### src/rtl/dbsu_pkg.sv
package dbsu_pkg;

	localparam int STACK_WORDS_DEF = 1024;
	localparam int FRAME_SLOTS_DEF = 256;

	// item field widths
	localparam int OP_W    = 2;
	localparam int WORD_W  = 32;
	localparam int CNTS_W  = 8;
	localparam int SLOT_W  = 8;
	localparam int LEVEL_W = 10;
	localparam int NIB_W   = 4;
	localparam int RUN_W   = 5;   // holds any legal run length, up to MAX_RELEASE
	localparam int HALF_W  = 16;

	localparam int IN_TDATA_W  = 56;  // 50 bits of fields, padded to 7 bytes
	localparam int OUT_TDATA_W = 56;  // 51 bits of fields, padded to 7 bytes

	localparam logic [RUN_W-1:0]  MAX_RELEASE = 5'd31;
	localparam int                MARK_POS    = 31;
	localparam logic [WORD_W-1:0] UNBOUND     = 32'hffff_ffff;

	typedef enum logic [OP_W-1:0] {
		OP_PUSH    = 2'd0,
		OP_BIND    = 2'd1,
		OP_UNBIND  = 2'd2,
		OP_DUNBIND = 2'd3
	} op_t;

	typedef enum logic [3:0] {
		S_IDLE,
		S_DECODE,
		S_PUSH,
		S_BIND,
		S_ZERO,
		S_BPUSH,
		S_BTOS,
		S_POPRD,
		S_POPWR,
		S_MARK,
		S_SCAN_RD,
		S_SCAN_CHK,
		S_REL_CHK,
		S_REL,
		S_FINAL
	} state_t;

	typedef enum logic [1:0] {
		A_SP,
		A_SP_INC,
		A_SP_DEC,
		A_SCAN_DEC
	} addr_sel_t;

	typedef enum logic [1:0] {
		SP_HOLD,
		SP_INC,
		SP_DEC,
		SP_SCAN
	} sp_op_t;

	typedef enum logic [1:0] {
		SL_HOLD,
		SL_OFF,
		SL_REL,
		SL_DEC
	} slot_op_t;

	typedef enum logic [2:0] {
		CNT_HOLD,
		CNT_N1,
		CNT_N2M1,
		CNT_REL,
		CNT_DEC
	} cnt_op_t;

	typedef enum logic [2:0] {
		K_ZERO,
		K_TOS,
		K_RD,
		K_ONES,
		K_FINAL
	} emit_kind_t;

	typedef struct packed {
		logic       load;
		logic       mem_we;
		logic       mem_re;
		addr_sel_t  asel;
		logic       wdata_marker;  // 0: tos, 1: bind marker
		sp_op_t     sp_op;
		logic       scan_dec;
		logic       marker_from_rd;
		slot_op_t   slot_op;
		cnt_op_t    cnt_op;
		logic       set_fault;
		logic       emit;
		emit_kind_t kind;
	} dbsu_cmd_t;

	typedef struct packed {
		op_t  op;
		logic tos_mark;
		logic push_bad;
		logic bind_bad;
		logic n2_zero;
		logic cnt_zero;
		logic scan_zero;
		logic rd_mark;
		logic rel_bad;
		logic out_free;
	} dbsu_sts_t;

endpackage

### src/rtl/dbsu_ctrl.sv
module dbsu_ctrl (
	input  logic               clk,
	input  logic               arst_n,
	input  logic               in_valid,
	output logic               in_ready,
	input  dbsu_pkg::dbsu_sts_t sts,
	output dbsu_pkg::dbsu_cmd_t cmd
);
	import dbsu_pkg::*;

	state_t state_q, state_d;

	always_ff @(posedge clk or negedge arst_n) begin
		if (!arst_n) begin
			state_q <= S_IDLE;
		end else begin
			state_q <= state_d;
		end
	end

	always_comb begin
		state_d  = state_q;
		cmd      = '0;
		in_ready = 1'b0;
		unique case (state_q)
			S_IDLE: begin
				in_ready = 1'b1;
				if (in_valid) begin
					cmd.load = 1'b1;
					state_d  = S_DECODE;
				end
			end
			S_DECODE: begin
				unique case (sts.op)
					OP_PUSH:    state_d = S_PUSH;
					OP_BIND:    state_d = S_BIND;
					OP_UNBIND:  state_d = S_SCAN_RD;
					OP_DUNBIND: state_d = sts.tos_mark ? S_REL_CHK : S_SCAN_RD;
					default:    state_d = S_FINAL;
				endcase
			end
			S_PUSH: begin
				if (sts.push_bad) begin
					cmd.set_fault = 1'b1;
				end else begin
					cmd.mem_we = 1'b1;
					cmd.asel   = A_SP_INC;
					cmd.sp_op  = SP_INC;
				end
				state_d = S_FINAL;
			end
			S_BIND: begin
				if (sts.bind_bad) begin
					cmd.set_fault = 1'b1;
					state_d       = S_FINAL;
				end else begin
					cmd.slot_op = SL_OFF;
					cmd.cnt_op  = CNT_N1;
					state_d     = S_ZERO;
				end
			end
			S_ZERO: begin
				if (sts.cnt_zero) begin
					state_d = sts.n2_zero ? S_BPUSH : S_BTOS;
				end else if (sts.out_free) begin
					cmd.emit    = 1'b1;
					cmd.kind    = K_ZERO;
					cmd.slot_op = SL_DEC;
					cmd.cnt_op  = CNT_DEC;
				end
			end
			S_BPUSH: begin
				cmd.mem_we = 1'b1;
				cmd.asel   = A_SP;
				cmd.sp_op  = SP_INC;
				state_d    = S_MARK;
			end
			S_BTOS: begin
				if (sts.out_free) begin
					cmd.emit    = 1'b1;
					cmd.kind    = K_TOS;
					cmd.slot_op = SL_DEC;
					cmd.cnt_op  = CNT_N2M1;
					state_d     = S_POPRD;
				end
			end
			S_POPRD: begin
				if (sts.cnt_zero) begin
					state_d = S_MARK;
				end else begin
					cmd.mem_re = 1'b1;
					cmd.asel   = A_SP_DEC;
					cmd.sp_op  = SP_DEC;
					state_d    = S_POPWR;
				end
			end
			S_POPWR: begin
				if (sts.out_free) begin
					cmd.emit    = 1'b1;
					cmd.kind    = K_RD;
					cmd.slot_op = SL_DEC;
					cmd.cnt_op  = CNT_DEC;
					state_d     = S_POPRD;
				end
			end
			S_MARK: begin
				cmd.mem_we       = 1'b1;
				cmd.asel         = A_SP;
				cmd.wdata_marker = 1'b1;
				state_d          = S_FINAL;
			end
			S_SCAN_RD: begin
				if (sts.scan_zero) begin
					cmd.set_fault = 1'b1;
					state_d       = S_FINAL;
				end else begin
					cmd.mem_re   = 1'b1;
					cmd.asel     = A_SCAN_DEC;
					cmd.scan_dec = 1'b1;
					state_d      = S_SCAN_CHK;
				end
			end
			S_SCAN_CHK: begin
				if (sts.rd_mark) begin
					cmd.marker_from_rd = 1'b1;
					state_d            = S_REL_CHK;
				end else begin
					state_d = S_SCAN_RD;
				end
			end
			S_REL_CHK: begin
				if (sts.rel_bad) begin
					cmd.set_fault = 1'b1;
					state_d       = S_FINAL;
				end else begin
					// a marker taken from tos leaves the stack alone
					cmd.sp_op   = (sts.op == OP_DUNBIND && sts.tos_mark) ? SP_HOLD : SP_SCAN;
					cmd.slot_op = SL_REL;
					cmd.cnt_op  = CNT_REL;
					state_d     = S_REL;
				end
			end
			S_REL: begin
				if (sts.cnt_zero) begin
					state_d = S_FINAL;
				end else if (sts.out_free) begin
					cmd.emit    = 1'b1;
					cmd.kind    = K_ONES;
					cmd.slot_op = SL_DEC;
					cmd.cnt_op  = CNT_DEC;
				end
			end
			S_FINAL: begin
				if (sts.out_free) begin
					cmd.emit = 1'b1;
					cmd.kind = K_FINAL;
					state_d  = S_IDLE;
				end
			end
			default: state_d = S_IDLE;
		endcase
	end

endmodule

### config.mk
export PLATFORM = sky130hd
export DESIGN_NAME = dbsu_ctrl
export DESIGN_NICKNAME = d
export VERILOG_FILES = /design/src/rtl/dbsu_pkg.sv /design/src/rtl/dbsu_ctrl.sv
export SDC_FILE = /design/constraint.sdc
export NUM_CORES = 1
export LEC_CHECK = 0
export ABC_CLOCK_PERIOD_IN_PS = 1600
export BUFFER_PORTS_ARGS = -buffer_cell sky130_fd_sc_hd__buf_2
export CAP_MARGIN = 0
export CORE_ASPECT_RATIO = 0.9
export CORE_MARGIN = 2
export CORE_UTILIZATION = 35
export CTS_BUF_LIST = sky130_fd_sc_hd__clkbuf_4
export DETAILED_ROUTE_END_ITERATION = 8
export PLACE_DENSITY_LB_ADDON = 0.12
export SLEW_MARGIN = 0
export SYNTH_ARGS = -nofsm -noshare
export SYNTH_HDL_FRONTEND = slang
export SYNTH_SLANG_ARGS = --single-unit
### constraint.sdc
create_clock -name clk -period 1.6 [get_ports clk]
set_input_delay 0.08 -clock clk [delete_from_list [all_inputs] [get_ports clk]]
set_output_delay 0.08 -clock clk [all_outputs]
set_load 0.1 [all_outputs]
==> results of run 1 <==
-- cells by family after synthesis --
| family | after synthesis | synth area share, % |
|---|---|---|
| xor+xnor | 1 | 1.066 |
| mux | 1 | 1.218 |
| buf+inv | 16 | 9.436 |
| flops | 4 | 12.18 |
| simple gates | 63 | 43.07 |
| compound gates | 39 | 33.03 |
-- timing repair --
| item | in CTS | in global routing |
|---|---|---|
| hold buffers | 1 | 0 |
| setup buffers | 11 | 6 |
| setup endpoints to repair | 25 | 25 |
| cloned | 0 | 0 |
| pin swaps | 17 | 10 |
| resized for setup | 39 | 23 |
| hold endpoints to repair | 4 | 0 |
-- cell type report --
type / count / area [um^2] / share of cell area (%)
Timing Repair Buffer: 81 / 904.6 / 42.33
Sequential cell: 4 / 105.1 / 4.918
Tap cell: 27 / 33.78 / 1.581
Multi-Input combinational cell: 104 / 1060 / 49.59
Inverter: 3 / 11.26 / 0.5269
Clock buffer: 3 / 22.52 / 1.054
-- per-layer routing --
metal	up-vias	global-route usage, %	part of all wire, %
li1	599	-	-
met1	714	43.81	35
met2	133	56.15	46
met3	58	6.667	10
met4	0	12.20	9.3
met5	-	0	0
-- worst max-delay path: stages, from the launching register on --
cell and delay [ns]:
dfrtp_2 0.48, buf_6 0.16, buf_6 0.12, buf_4 0.16
o311ai_1 0.51, inv_1 0.12, a22oi_2 0.27
-- stage by stage --
step	worst slack, ns	std cells
floorplan	-0.8720	124
global placement	-0.1126	203
detailed placement	-0.1539	203
CTS	-0.1751	217
global route	-0.3352	222
finish	-0.3534	222
-- final timing paths --
path | start | endpoint | cells past startpoint
max in group asynchronous | arst_n | state_q[1] | 2
min | arst_n | state_q[3] | 2
min in group clk | sts[0] | state_q[2] | 4
max reg2reg | state_q[2] | state_q[1] | 6
min reg2reg | state_q[2] | state_q[0] | 2
max | state_q[2] | state_q[1] | 6
-- layout by cell type, fill, tap and decap left out, drive strengths merged, types with 2 or more instances in the layout --
cell type / count
o211ai: 2
nand3b: 3
nor2b: 8
nand2: 8
o21bai: 2
or3b: 2
clkbuf: 3
nor3b: 3
o21ai: 8
o31ai: 2
o2bb2ai: 3
inv: 2
a21oi: 6
a22oi: 2
dfrtp: 4
nand2b: 7
nor2: 13
buf: 80
or2: 2
or3: 2
and2: 4
o22ai: 3
nor3: 5
==> metrics.cfg, run 1 <==
[clocking]
cts.htree.levels=1
cts.clk_slew.worst_paths_ns=0.04
cts_tree=yes
root_buffer=clkbuf_4
clockBufferDepth=2
cts-buffers-inserted=3
cts.sinks=4
clock_latency_ns=0.23

[die]
rows=16
start_util_pct=37.33
ios=35
die_x_um=55.09
fp.dieH_um=49.98
coreArea_um2=2202
dieArea_um2=2753

[timing]
hold_viol=0
finClkSkew_ns=0.008617
timing.hold.ws_ns=0.1977
rsz0062_at_grt=yes
finalCritPeriodShare_pct=122.1
period_needed_ns=1.953
relSlewSlack_pct=63.98
max_freq_ghz=0.5119
drv_slew=0
setup_violations=23
fin_ws_ns=-0.3534
fin_tns_setup_ns=-4.350
tightest_slew_ns=0.5318

[placement]
place_hpwl_um=2705
routabilityCongestion=0.9103
port_buffers=34
post_dp_cell_area_um2=1737

[setup_path]
critPathKind=register to register
critical_path_required_ns=1.71
end_kind=register
crit_path_start_kind=register
rrSetupSlack_ns=-0.35
cp.arrival_ns=2.07
crit_path_max_fanout=8

[final_layout]
final_area_um2=2137
final_layout_size_suffix_gt1_share_pct=73.33
areaGrowthSynthToFinish_pct=160.0
postLayoutCoreUtil_pct=97.05
reg_top3=state_q x4
n_antenna_cell=0
fillerInstances=39
largest-register=state_q
finalNetCount=211
largest_reg_flops=4

[yosys]
synth-seq-cells=4
avgSynthCellArea_um2=6.629
synth_edf_count=0
ys_top_cells_by_area=dfrtp_1, nor2b_1, nor2_1
syn-num-nets=138
synth_common_cells=nor2_1, buf_2, nand2_1, nor2b_1, o21ai_0
ys_seq_area_share_pct=12.18
synth.distinct_cells=45
syn_area_um2=822.0
synth_warnings=0
syn_inst=124
ys.flop_type=dfrtp_1
synth_top_cell_by_area=dfrtp_1
async_reset_ff_share_pct=100.0
synth_top_area_share_pct=12.18
yosysMostFrequentCell=nor2_1

[drt]
drtAntennaViolNets=0
drt_first_pass_iters=5
vias=1504
wl_um=5998
route.detailed.drc=0
initialDrtViolationCount=96
wire_per_inst_um=27.02
viasPerCell=6.775

[outcome]
violations=negative setup slack
status=finished with violations

[worst_hold_path]
holdCritPathClass=input port to asynchronous set/reset pin

[run]
drv_cap=0

[global_routing]
grt_pass1_wl_um=6844
gr-total-overflow=0
grt_pass1_vias=1330
antenna_found_initial=0
grt_start_max_net_pins=12
grt_usage_pct=34.40

Power of run 1 is left out: the tool's default activity adds up to more than one toggle a clock period on the data nets, which glitch-free logic cannot reach.
==> run 2: changes to the inputs <==
--- a/config.mk
+++ b/config.mk
@@ -6,7 +6,7 @@
 export NUM_CORES = 1
 export LEC_CHECK = 0
 export ABC_CLOCK_PERIOD_IN_PS = 1600
-export BUFFER_PORTS_ARGS = -buffer_cell sky130_fd_sc_hd__buf_2
+export BUFFER_PORTS_ARGS = -buffer_cell sky130_fd_sc_hd__buf_4
 export CAP_MARGIN = 0
 export CORE_ASPECT_RATIO = 0.9
 export CORE_MARGIN = 2
==> constraint.sdc (replaced) <==
create_clock -name clk -period 1.6 [get_ports clk]
set_input_delay 0.08 -clock clk [delete_from_list [all_inputs] [get_ports clk]]
set_output_delay 0.08 -clock clk [all_outputs]
set_load 0.05 [all_outputs]
==> run 2 against run 1 <==
Compared with the run above:
- cell count increased by 2.7%
- maximum frequency increased by 7.8%
- highest routed layer unchanged
- via count decreased by 7.3%
- first-iteration DRC count decreased by 28%
- critical path type is now register to output port
- critical path depth increased by 1
- sequential cell count unchanged
- global-route usage decreased by 2.3 points
- hold slack got worse by 0.016 ns
- the run still ends with negative setup slack left
- clock-buffer cell count unchanged
==> metrics.cfg, run 2 (synthesized netlist as in run 1, its figures left out) <==
[final_layout]
final_layout_size_suffix_gt1_share_pct=70.65
areaGrowthSynthToFinish_pct=135.9
multi_input_area_um2=977.2
largest-register=state_q
ff_latch_area_um2=103.9
mostFrequentLayoutCells=buf_4, buf_6, nand2_1, nor2_2
fillerInstances=103
n_antenna_cell=0
largest_reg_flops=4
finalNetCount=217
reg_top3=state_q x4
final_common_cell=buf_4

[die]
coreArea_um2=2202
ios=35
start_util_pct=37.33
rows=16
fp.dieH_um=49.98
dieArea_um2=2753
die_x_um=55.09

[clocking]
cts.clk_slew.worst_paths_ns=0.05
cts.htree.levels=1
clock_latency_ns=0.26
cts.sinks=4
clockBufferDepth=2
cts-buffers-inserted=3
root_buffer=clkbuf_4
cts_tree=yes

[timing]
finalCritPeriodShare_pct=113.2
max_freq_ghz=0.5519
finClkSkew_ns=0.01428
rsz0062_at_grt=yes
tightest_slew_ns=0.3705
setup_violations=22
timing.hold.ws_ns=0.1821
drv_slew=0
hold_viol=0
period_needed_ns=1.812
fin_ws_ns=-0.2118
relSlewSlack_pct=74.91

[global_routing]
antenna_found_initial=0
grt_start_max_net_pins=11
grt_pass1_vias=1387
gr-total-overflow=0
grt_pass1_wl_um=6423
grt_usage_pct=32.13

[drt]
initialDrtViolationCount=69
drt_first_pass_iters=4
route.detailed.drc=0
viasPerCell=6.114
wl_um=4435
drtAntennaViolNets=0
vias=1394
wire_per_inst_um=19.45

[outcome]
violations=negative setup slack
status=finished with violations

[setup_path]
r2r_start=state_q[2]
crit_path_max_fanout=4
critPathKind=register to output port
crit_path_start_kind=register
end_kind=output port
r2r_end=state_q[1]
cp.arrival_ns=1.73
r2r_cells=5
critical_path_required_ns=1.52
rrSetupSlack_ns=-0.21
startpoint=state_q[3]

[placement]
place_hpwl_um=2341
routabilityCongestion=0.9464
port_buffers=34

[run]
drv_cap=0

[worst_hold_path]
holdCritPathClass=input port to asynchronous set/reset pin

[pwr]
p_per_area_nw_per_um2=2380
peakVddDrop_mv=1.658
finalPower_mw=4.615
p_leak_nw=0.8275

==> run 2: power breakdown <==
part	internal, mW	total, mW	switching, mW
logic	1.97	4.19	2.22
clock network	0.0850	0.143	0.0577
registers	0.166	0.283	0.117
total	2.22	4.61	2.40
==> run 2: worst max-delay path by stage <==
stage                       to
floorplan              cmd[19]
global placement    state_q[0]
detailed placement      cmd[3]
CTS                    cmd[12]
global route            cmd[3]
finish                  cmd[3]
==> run 2: routing by layer <==
metal  GRT usage (%)  wire length [um]  vias up
li1                -                 -      611
met1           36.28              1636      637
met2           56.35              2142      116
met3           5.152               371       30
met4           15.04               284        0
met5               0                 0        -
==> run 2: through the flow <==
step	setup TNS (ns)	setup slack (ns)	area, um^2	utilization, %	std cells
final	-2.865	-0.2118	1939	88.07	228
after global routing	-3.851	-0.2559	1939	88.07	228
after CTS	-1.716	-0.1632	1793	81.42	223
after detailed placement	-0.2616	-0.05613	1425	64.72	203
after global placement	-0.1778	-0.07586	1425	64.72	203
after floorplan	-0.4958	-0.4674	969.7	-	124
==> run 2: repair_timing <==
action / in CTS / in global routing
pin swaps: 12 / 13
setup endpoints to repair: 20 / 24
hold endpoints to repair: 4 / 0
resized for setup: 55 / 25
setup buffers: 16 / 5
hold buffers: 1 / 0
==> run 2: layout make-up <==
class,count,area share [%]
Multi-Input combinational cell,104,50.39
Timing Repair Buffer,87,40.77
Sequential cell,4,5.355
Tap cell,27,1.742
Clock buffer,3,1.161
Inverter,3,0.5806
==> run 2: worst max-delay path: stages (launching register included) <==
cell	delay, ns
dfrtp_1	0.41
buf_6	0.15
buf_4	0.12
clkinv_1	0.13
a211oi_4	0.27
o21ai_4	0.15
o21ai_4	0.09
buf_6	0.17
Note: power is estimated with default switching activity, not from simulation.
